[src/design/gtg_pkg.sv]
// Shared types, constants and the arctangent table of the go-to-goal steering block.
`timescale 1ns / 1ps
package gtg_pkg;

	localparam int AngleIter = 16;
	localparam int IterW = (AngleIter > 1) ? $clog2(AngleIter) : 1;
	localparam int CntW = (IterW > 3) ? IterW : 3;

	localparam int CfgW = 21;
	localparam int CfgIdxW = 3;
	localparam int OutW = 22;
	localparam int MulW = 34;
	localparam int ProdW = 2 * MulW;
	localparam int CordW = 52;
	localparam int AngW = 21;

	localparam logic signed [AngW-1:0] PiQ = 21'sd205887;
	localparam logic signed [AngW-1:0] TwoPiQ = 21'sd411774;
	localparam logic signed [AngW-1:0] HalfPiQ = 21'sd102944;
	localparam logic signed [AngW-1:0] ThreeHalfPiQ = 21'sd308832;
	localparam logic signed [CordW-1:0] CordicK = 52'sd652032874;
	localparam logic signed [ProdW-1:0] OutMax = 68'sd2097151;
	localparam logic signed [ProdW-1:0] OutMin = -68'sd2097152;

	typedef enum logic [CfgIdxW-1:0] {
		REG_SPEED_GAIN = 3'd0,
		REG_SPEED_LIMIT = 3'd1,
		REG_ARRIVE_THRESHOLD = 3'd2,
		REG_ARRIVE_TICKS = 3'd3,
		REG_YAW_GAIN = 3'd4,
		REG_YAW_RATE_LIMIT = 3'd5
	} cfg_reg_t;

	typedef enum logic [0:0] {
		REQ_GOAL = 1'b0,
		REQ_TICK = 1'b1
	} req_type_t;

	typedef enum logic [4:0] {
		OP_NONE,
		OP_GOAL,
		OP_LOAD,
		OP_SQX,
		OP_SQY,
		OP_D2,
		OP_SPLO,
		OP_SPHI,
		OP_SPD,
		OP_QMUL,
		OP_Q1,
		OP_Q2,
		OP_BINIT,
		OP_YINIT,
		OP_STEP,
		OP_BFIN,
		OP_YFIN,
		OP_ERR,
		OP_RMUL,
		OP_RCLP,
		OP_SCINIT,
		OP_SCFIN,
		OP_VXM,
		OP_VYM,
		OP_OUT,
		OP_OUTARR
	} dp_op_t;

	typedef enum logic [4:0] {
		S_IDLE,
		S_SQX,
		S_SQY,
		S_D2,
		S_CHK,
		S_SPLO,
		S_SPHI,
		S_SPD,
		S_QMUL,
		S_Q1,
		S_Q2,
		S_BINIT,
		S_BIT,
		S_BFIN,
		S_YINIT,
		S_YIT,
		S_YFIN,
		S_ERR,
		S_RMUL,
		S_RCLP,
		S_SCINIT,
		S_SCIT,
		S_SCFIN,
		S_VXM,
		S_VYM,
		S_FIN
	} gtg_state_t;

	typedef struct packed {
		dp_op_t op;
		logic [CntW-1:0] cnt;
	} dp_cmd_t;

	typedef struct packed {
		logic close;
		logic [3:0] arrive_ticks;
	} dp_sts_t;

	function automatic logic signed [AngW-1:0] atan_lut(input logic [4:0] idx);
		logic signed [AngW-1:0] r;
		case (idx)
			5'd0: r = 21'sd51472;
			5'd1: r = 21'sd30385;
			5'd2: r = 21'sd16055;
			5'd3: r = 21'sd8150;
			5'd4: r = 21'sd4091;
			5'd5: r = 21'sd2047;
			5'd6: r = 21'sd1024;
			5'd7: r = 21'sd512;
			5'd8: r = 21'sd256;
			5'd9: r = 21'sd128;
			5'd10: r = 21'sd64;
			5'd11: r = 21'sd32;
			5'd12: r = 21'sd16;
			5'd13: r = 21'sd8;
			5'd14: r = 21'sd4;
			5'd15: r = 21'sd2;
			5'd16: r = 21'sd1;
			default: r = '0;
		endcase
		return r;
	endfunction

endpackage

[src/design/gtg_ctrl.sv]
// Controller: sequences the datapath per request and tracks goal and arrival state.
`timescale 1ns / 1ps
module gtg_ctrl (
	input logic clk,
	input logic arst_n,
	input logic in_valid,
	input logic in_type,
	output logic in_ready,
	output logic out_valid,
	input logic out_ready,
	output gtg_pkg::dp_cmd_t cmd,
	input gtg_pkg::dp_sts_t sts
);
	localparam int CW = gtg_pkg::CntW;
	localparam logic [CW-1:0] IterLast = CW'(gtg_pkg::AngleIter - 1);
	localparam logic [CW-1:0] QuatLast = CW'(7);

	gtg_pkg::gtg_state_t state_q, state_d;
	logic [CW-1:0] cnt_q, cnt_d;
	logic active_q, active_d;
	logic [3:0] close_q, close_d;
	logic arr_q, arr_d;
	logic out_valid_q, out_valid_d;
	logic [4:0] close_next;
	logic cnt_end;

	always_ff @(posedge clk or negedge arst_n) begin
		if (!arst_n) begin
			state_q <= gtg_pkg::S_IDLE;
			cnt_q <= '0;
			active_q <= 1'b0;
			close_q <= '0;
			arr_q <= 1'b0;
			out_valid_q <= 1'b0;
		end else begin
			state_q <= state_d;
			cnt_q <= cnt_d;
			active_q <= active_d;
			close_q <= close_d;
			arr_q <= arr_d;
			out_valid_q <= out_valid_d;
		end
	end

	always_comb begin
		state_d = state_q;
		cnt_d = cnt_q;
		active_d = active_q;
		close_d = close_q;
		arr_d = arr_q;
		out_valid_d = out_valid_q && !out_ready;
		cmd.op = gtg_pkg::OP_NONE;
		cmd.cnt = cnt_q;
		in_ready = 1'b0;
		close_next = {1'b0, close_q} + 5'd1;
		cnt_end = 1'b0;

		case (state_q)
			gtg_pkg::S_IDLE: begin
				in_ready = 1'b1;
				cnt_d = '0;
				if (in_valid) begin
					if (in_type == gtg_pkg::REQ_GOAL) begin
						cmd.op = gtg_pkg::OP_GOAL;
						active_d = 1'b1;
					end else if (active_q) begin
						cmd.op = gtg_pkg::OP_LOAD;
						state_d = gtg_pkg::S_SQX;
					end
				end
			end
			gtg_pkg::S_SQX: begin
				cmd.op = gtg_pkg::OP_SQX;
				state_d = gtg_pkg::S_SQY;
			end
			gtg_pkg::S_SQY: begin
				cmd.op = gtg_pkg::OP_SQY;
				state_d = gtg_pkg::S_D2;
			end
			gtg_pkg::S_D2: begin
				cmd.op = gtg_pkg::OP_D2;
				state_d = gtg_pkg::S_CHK;
			end
			gtg_pkg::S_CHK: begin
				arr_d = 1'b0;
				state_d = gtg_pkg::S_SPLO;
				if (sts.close) begin
					if (close_next > {1'b0, sts.arrive_ticks}) begin
						close_d = '0;
						active_d = 1'b0;
						arr_d = 1'b1;
						state_d = gtg_pkg::S_FIN;
					end else begin
						close_d = close_next[3:0];
					end
				end else begin
					close_d = '0;
				end
			end
			gtg_pkg::S_SPLO: begin
				cmd.op = gtg_pkg::OP_SPLO;
				state_d = gtg_pkg::S_SPHI;
			end
			gtg_pkg::S_SPHI: begin
				cmd.op = gtg_pkg::OP_SPHI;
				state_d = gtg_pkg::S_SPD;
			end
			gtg_pkg::S_SPD: begin
				cmd.op = gtg_pkg::OP_SPD;
				state_d = gtg_pkg::S_QMUL;
			end
			gtg_pkg::S_QMUL: begin
				cmd.op = gtg_pkg::OP_QMUL;
				cnt_end = (cnt_q == QuatLast);
				cnt_d = cnt_end ? '0 : cnt_q + 1'b1;
				state_d = cnt_end ? gtg_pkg::S_Q1 : gtg_pkg::S_QMUL;
			end
			gtg_pkg::S_Q1: begin
				cmd.op = gtg_pkg::OP_Q1;
				state_d = gtg_pkg::S_Q2;
			end
			gtg_pkg::S_Q2: begin
				cmd.op = gtg_pkg::OP_Q2;
				state_d = gtg_pkg::S_BINIT;
			end
			gtg_pkg::S_BINIT: begin
				cmd.op = gtg_pkg::OP_BINIT;
				state_d = gtg_pkg::S_BIT;
			end
			gtg_pkg::S_BIT: begin
				cmd.op = gtg_pkg::OP_STEP;
				cnt_end = (cnt_q == IterLast);
				cnt_d = cnt_end ? '0 : cnt_q + 1'b1;
				state_d = cnt_end ? gtg_pkg::S_BFIN : gtg_pkg::S_BIT;
			end
			gtg_pkg::S_BFIN: begin
				cmd.op = gtg_pkg::OP_BFIN;
				state_d = gtg_pkg::S_YINIT;
			end
			gtg_pkg::S_YINIT: begin
				cmd.op = gtg_pkg::OP_YINIT;
				state_d = gtg_pkg::S_YIT;
			end
			gtg_pkg::S_YIT: begin
				cmd.op = gtg_pkg::OP_STEP;
				cnt_end = (cnt_q == IterLast);
				cnt_d = cnt_end ? '0 : cnt_q + 1'b1;
				state_d = cnt_end ? gtg_pkg::S_YFIN : gtg_pkg::S_YIT;
			end
			gtg_pkg::S_YFIN: begin
				cmd.op = gtg_pkg::OP_YFIN;
				state_d = gtg_pkg::S_ERR;
			end
			gtg_pkg::S_ERR: begin
				cmd.op = gtg_pkg::OP_ERR;
				state_d = gtg_pkg::S_RMUL;
			end
			gtg_pkg::S_RMUL: begin
				cmd.op = gtg_pkg::OP_RMUL;
				state_d = gtg_pkg::S_RCLP;
			end
			gtg_pkg::S_RCLP: begin
				cmd.op = gtg_pkg::OP_RCLP;
				state_d = gtg_pkg::S_SCINIT;
			end
			gtg_pkg::S_SCINIT: begin
				cmd.op = gtg_pkg::OP_SCINIT;
				state_d = gtg_pkg::S_SCIT;
			end
			gtg_pkg::S_SCIT: begin
				cmd.op = gtg_pkg::OP_STEP;
				cnt_end = (cnt_q == IterLast);
				cnt_d = cnt_end ? '0 : cnt_q + 1'b1;
				state_d = cnt_end ? gtg_pkg::S_SCFIN : gtg_pkg::S_SCIT;
			end
			gtg_pkg::S_SCFIN: begin
				cmd.op = gtg_pkg::OP_SCFIN;
				state_d = gtg_pkg::S_VXM;
			end
			gtg_pkg::S_VXM: begin
				cmd.op = gtg_pkg::OP_VXM;
				state_d = gtg_pkg::S_VYM;
			end
			gtg_pkg::S_VYM: begin
				cmd.op = gtg_pkg::OP_VYM;
				state_d = gtg_pkg::S_FIN;
			end
			gtg_pkg::S_FIN: begin
				if (!out_valid_q || out_ready) begin
					cmd.op = arr_q ? gtg_pkg::OP_OUTARR : gtg_pkg::OP_OUT;
					out_valid_d = 1'b1;
					state_d = gtg_pkg::S_IDLE;
				end
			end
			default: begin
				state_d = gtg_pkg::S_IDLE;
			end
		endcase
	end

	assign out_valid = out_valid_q;

endmodule

[config.mk]
export PLATFORM = sky130hd
export DESIGN_NAME = gtg_ctrl
export DESIGN_NICKNAME = d
export VERILOG_FILES = /design/src/design/gtg_pkg.sv /design/src/design/gtg_ctrl.sv
export SDC_FILE = /design/constraint.sdc
export NUM_CORES = 1
export LEC_CHECK = 0
export BUFFER_PORTS_ARGS = -buffer_cell sky130_fd_sc_hd__buf_2
export CORE_ASPECT_RATIO = 0.9
export CORE_UTILIZATION = 55
export DETAILED_ROUTE_END_ITERATION = 6
export PLACE_DENSITY = 0.82
export SYNTH_ARGS = -nofsm -noshare
export SYNTH_HDL_FRONTEND = slang
export SYNTH_SLANG_ARGS = --single-unit
[constraint.sdc]
create_clock -name clk -period 3.8 [get_ports clk]
set_input_delay 0.95 -clock clk [delete_from_list [all_inputs] [get_ports clk]]
set_output_delay 0.95 -clock clk [all_outputs]
set_load 0.005 [all_outputs]
==> results of run 1 <==
==> routing by layer <==
layer	routed length (um)	share of wire	vias up	track usage
met2	1900	0.49	76	0.484
met5	0	0	-	0
met4	36	0.0093	0	0.0528
met3	261	0.067	6	0.0448
met1	1680	0.43	753	0.384
li1	-	-	754	-
==> where the power goes <==
part	switching [mW]	total (mW)	internal (mW)	leakage [nW]
sequential	0.106	0.335	0.229	0.190
combinational	0.459	0.792	0.332	0.470
clock	0.0541	0.0909	0.0368	0.0138
==> cells by family after synthesis <==
kind of cell,count (synthesis),synth area share
mux,1,0.00654
buf+inv,26,0.0768
fa+ha+maj,6,0.0490
xor+xnor,2,0.0114
simple gates,74,0.254
compound gates,66,0.341
flops,16,0.261
==> Yosys cell counts, types with 5 or more instances <==
cell	n
a211oi_1	5
a21oi_1	5
clkbuf_1	8
dfrtp_1	16
ha_1	6
inv_1	11
nand2_1	15
nand2b_1	6
nand3_1	12
nor2_1	13
nor2b_1	5
o21ai_0	9
==> stage by stage <==
step | instance area, um^2 | total power, mW | instances | hold WS [ns] | setup slack (ns)
after floorplan | 1530 | 0.925 | 191 | 0.450 | 1.25
after global placement | 1610 | 1.07 | 227 | 0.469 | 0.959
after detailed placement | 1610 | 1.11 | 227 | 0.480 | 0.931
after CTS | 1640 | 1.21 | 230 | 0.502 | 0.757
after global routing | 1640 | 1.33 | 230 | 0.559 | 0.505
final | 1640 | 1.22 | 230 | 0.494 | 0.684
==> state kept, by name, indices dropped and copies added, names as in the netlist <==
register and flops:
close_q 4, cnt_q 4, arr_q 1, active_q 1, state_q 5, out_valid 1
==> worst max-delay path by stage <==
stage,from,end,slack [ns]
final,state_q[1]$_DFFE_PN0P_,cmd[5],0.68
after global routing,state_q[1]$_DFFE_PN0P_,cmd[5],0.51
after CTS,state_q[1]$_DFFE_PN0P_,cmd[5],0.76
after detailed placement,in_type,cmd[4],0.93
after global placement,in_type,cmd[4],0.96
after floorplan,out_ready,cmd[4],1.25
==> worst min-delay path: cells and delay by family, from the launching register on <==
family,cells,cell delay [ns]
AOI/OAI and AO/OA,1,0.06
DFF,1,0.35
and+or+nand+nor,1,0.05
==> area by class of cell <==
class,count,share of cell area
Timing Repair Buffer,23,0.0750
Clock buffer,3,0.0138
Tap cell,28,0.0214
Inverter,11,0.0252
Multi-Input combinational cell,149,0.620
Sequential cell,16,0.245
==> flow_metrics.py, run 1 <==
metrics = {
    "timing": {
        "hold_viol_final": 0,
        "setup_tns_ns": 0,
        "max_slew_margin": 0.459,
        "setup_viol": 0,
        "slew_viol_final": 0,
        "fin_skew_ns": 0.00624,
        "period_share": 0.820,
        "max_freq_mhz": 321,
        "rsz0062_at_grt": "false",
        "period_needed_ns": 3.12,
        "tightest_slew_ns": 0.804,
    },
    "place": {
        "dp_hpwl_um": 2810,
        "gp_congestion": 0.899,
        "io_buffers": 20,
    },
    "yosys": {
        "synth.area.top_cells": "dfrtp_1 (26%), ha_1 (4.9%), nand3_1 (3.9%)",
        "synth_cell_types": 53,
        "yosys.area.top_type": "dfrtp_1",
        "synthCells": 191,
        "syn_avg_cell_area_um2": 8.02,
        "ys_seq_area_frac": 0.261,
        "synth_fp_nets": 207,
        "synth_edf_count": 0,
        "ys_warn_count": 0,
        "ys_ff_latch": 16,
        "synth_area_um2": 1530,
        "async_flop_share": 1.00,
        "synth_flop_cell": "dfrtp_1",
        "synth_top_area_frac": 0.261,
    },
    "critical_path": {
        "r2r_end": "arr_q$_DFFE_PN0P_",
        "crit_buf_inv": 2,
        "startpoint_type": "flip-flop",
        "critPathMaxStageDelay_ns": 0.87,
        "path_depth": 4,
        "cp.arrival_ns": 2.17,
        "critPathTopFamily": "flip-flops",
        "critPathMaxFanout": 27,
        "slowest_stage": "dfrtp_1",
        "worstSetupEndpointType": "output port",
        "crit_chain": "inv_1, a221oi_1, o221ai_1, buf_2",
        "rr_startpoint": "close_q[0]$_DFFE_PN0P_",
        "criticalPathCategory": "reg2out",
        "reg2reg_depth": 8,
        "crit_required_ns": 2.85,
        "rrSetupSlack_ns": 1.35,
    },
    "pwr": {
        "leakagePower_nw": 0.674,
        "p_per_area_nw_per_um2": 745,
        "ir_drop_v": 0.000330,
    },
    "cts": {
        "cts_made_buffers": 3,
        "cts_tree": "done",
        "clock-sinks": 16,
        "max-clock-path-buffers": 2,
        "post_cts_buffers": 0,
        "cts_root_buf": "clkbuf_4",
        "cts_resized": 0,
        "ctsHoldBuffers": 0,
        "cts.clk_slew.worst_paths_ns": 0.10,
        "worstSkewPairLatency_ns": 0.29,
        "htree_levels": 1,
    },
    "cells_and_area": {
        "final_cell_mix": "buf_2 (20), dfrtp_1 (16), nand2_1 (15)",
        "seq_area_um2": 400,
        "syn_to_final_growth_pct": 6.78,
        "drive_above_1_share": 0.163,
        "multiInputGateArea_um2": 1010,
        "final_common_cell": "buf_2",
        "post-route-util": 0.641,
        "antenna_cells": 0,
        "fin_nets": 220,
        "fillers": 224,
    },
    "route": {
        "drt-total-wl_um": 3870,
        "via_per_inst": 6.91,
        "drt_iter0_drc": 91,
        "dr_total_vias": 1589,
        "drc": 1,
        "drt-wirelength-per-cell_um": 16.8,
        "drt_pre_antenna_iters": 7,
        "postRouteAntennaNets": 0,
    },
    "min_path": {
        "hold_end": "arr_q$_DFFE_PN0P_",
        "hold_start": "arr_q$_DFFE_PN0P_",
        "hold_path.class": "reg2reg",
        "whs_path_depth": 2,
    },
    "job": {
        "max_cap_viol_count": 0,
    },
    "grt": {
        "grt_pass1_vias": 1458,
        "grt_util_all_layers": 0.285,
        "antenna_found_initial": 0,
        "grt_max_degree": 28,
        "grt_pass1_wl_um": 6610,
        "overflow": 0,
    },
    "run_status": {
        "status": "finished with violations",
        "violations": "DRC",
    },
    "floorplan": {
        "die_area_um2": 3000,
        "initial_core_util": 0.600,
        "placementRows": 17,
        "ioPinCount": 21,
        "core_um2": 2550,
        "die_w_um": 57.6,
        "die_y_um": 52.1,
    },
}
(Power assumes the default switching activity.)
==> inputs of run 2 (changes only) <==
==> constraint.sdc (replaced) <==
create_clock -name clk -period 2.9 [get_ports clk]
set_input_delay 0.725 -clock clk [delete_from_list [all_inputs] [get_ports clk]]
set_output_delay 0.725 -clock clk [all_outputs]
set_load 0.005 [all_outputs]
==> flow_metrics.py, run 2 (same netlist as run 1, synthesis figures left out) <==
metrics = {
    "cts": {
        "cts.clk_slew.worst_paths_ns": 0.11,
        "worstSkewPairLatency_ns": 0.29,
        "cts_root_buf": "clkbuf_4",
        "max-clock-path-buffers": 2,
        "ctsHoldBuffers": 0,
        "clock-sinks": 16,
        "htree_levels": 1,
        "cts_tree": "done",
        "cts_made_buffers": 3,
    },
    "critical_path": {
        "critPathMaxStageDelay_ns": 0.53,
        "slowest_stage": "dfrtp_2",
        "criticalPathCategory": "reg2out",
        "worstSetupEndpointType": "output port",
        "crit_required_ns": 2.17,
        "critPathMaxFanout": 17,
        "critPathTopFamily": "compound AO/OA/AOI/OAI gates",
        "crit_buf_inv": 1,
        "crit_top_cell": "o311ai_0",
        "crit_chain": "or2_2, o311ai_0, o211ai_1, o311ai_0, buf_2",
        "cp.arrival_ns": 1.95,
        "startpoint_type": "flip-flop",
    },
    "timing": {
        "slew_viol_final": 0,
        "setup_viol": 0,
        "setup_tns_ns": 0,
        "period_share": 0.921,
        "fin_skew_ns": 0.00901,
        "period_needed_ns": 2.67,
        "tightest_slew_ns": 0.524,
        "max_freq_mhz": 374,
        "hold_viol_final": 0,
        "max_slew_margin": 0.651,
        "rsz0062_at_grt": "false",
        "hold_slack_ns": 0.323,
    },
    "pwr": {
        "p_int_uw": 834,
        "switching_share": 0.495,
        "p_per_area_nw_per_um2": 983,
        "switching_power_uw": 819,
        "leakagePower_nw": 0.698,
        "ir_drop_v": 0.000536,
        "p_seq_frac": 0.274,
        "combPwrFrac": 0.634,
        "clkPwrFrac": 0.092,
    },
    "run_status": {
        "status": "finished with violations",
        "violations": "DRC",
    },
    "grt": {
        "grt_max_degree": 19,
        "grt_pass1_vias": 1500,
        "overflow": 0,
        "grt_util_all_layers": 0.294,
        "grt_pass1_wl_um": 6880,
        "antenna_found_initial": 0,
    },
    "floorplan": {
        "die_y_um": 52.1,
        "placementRows": 17,
        "core_um2": 2550,
        "die_area_um2": 3000,
        "die_w_um": 57.6,
        "initial_core_util": 0.600,
        "ioPinCount": 21,
    },
    "cells_and_area": {
        "final_common_cell": "buf_2",
        "largest_register": "state_q",
        "antenna_cells": 0,
        "syn_to_final_growth_pct": 9.80,
        "drive_above_1_share": 0.193,
        "reg_top3": "state_q (5), close_q (4), cnt_q (4)",
        "final_cell_mix": "buf_2 (20), nand2_1 (15), dfrtp_1 (14)",
        "fin_nets": 224,
        "largest_register_ffs": 5,
    },
    "job": {
        "max_cap_viol_count": 0,
    },
    "place": {
        "io_buffers": 20,
        "dp_hpwl_um": 2920,
        "gp_congestion": 1.05,
    },
    "min_path": {
        "hold_path.class": "in2async",
    },
    "route": {
        "postRouteAntennaNets": 0,
        "drt-total-wl_um": 3890,
        "dr_total_vias": 1582,
        "drt_iter0_drc": 115,
        "via_per_inst": 6.73,
        "drc": 1,
        "drt_pre_antenna_iters": 7,
        "drt-wirelength-per-cell_um": 16.6,
    },
}
==> run 2: worst paths after layout <==
check	start	endpoint	slack (ns)	depth (start not counted)
max in group asynchronous	arst_n	state_q[4]$_DFFE_PN0P_	2.29	1
worst min register to register	arr_q$_DFFE_PN0P_	arr_q$_DFFE_PN0P_	0.49	2
worst min-delay path	arst_n	cnt_q[2]$_DFFE_PN0P_	0.32	1
worst max register to register	close_q[0]$_DFFE_PN0P_	state_q[2]$_DFFE_PN0P_	0.73	9
worst max-delay path	state_q[2]$_DFFE_PN0P_	cmd[4]	0.23	5
min in group clk	arr_q$_DFFE_PN0P_	arr_q$_DFFE_PN0P_	0.49	2
==> run 2: layout make-up <==
class,count,area (um^2)
multi-input combinational,149,1010
timing repair buffer,27,153
tap,28,35.0
inverter,11,41.3
sequential,16,403
fill,219,871
clock buffer,4,36.3
==> run 2: timing repair <==
action | 4_1_cts | 5_1_grt
setup endpoints to repair | 0 | 1
gates resized for setup | 0 | 2
buffers inserted | 0 | 0
endpoints found under the hold margin | 0 | 0
==> run 2: layer usage <==
layer  vias up  GRT usage  wire length, um
met5         -          0                0
li1        768          -                -
met1       740      0.407             1740
met2        68      0.481             1840
met3         6     0.0498              271
met4         0     0.0650               40
==> run 2: power by group through the flow <==
stage,logic (mW),clock network [mW],registers [mW]
detailed placement,1.03,0,0.452
global placement,0.987,0,0.441
floorplan,0.847,0,0.365
finish,1.05,0.152,0.453
global route,1.18,0.166,0.469
CTS,1.03,0.155,0.447
==> run 2: stage by stage <==
step	power [mW]	worst slack, ns	util	area [um^2]	std cells
final	1.65	0.229	0.659	1680	235
after global routing	1.81	0.0463	0.659	1680	235
after CTS	1.63	0.178	0.658	1680	235
after detailed placement	1.48	0.477	0.644	1640	231
after global placement	1.43	0.496	0.644	1640	231
after floorplan	1.21	0.802	-	1530	191
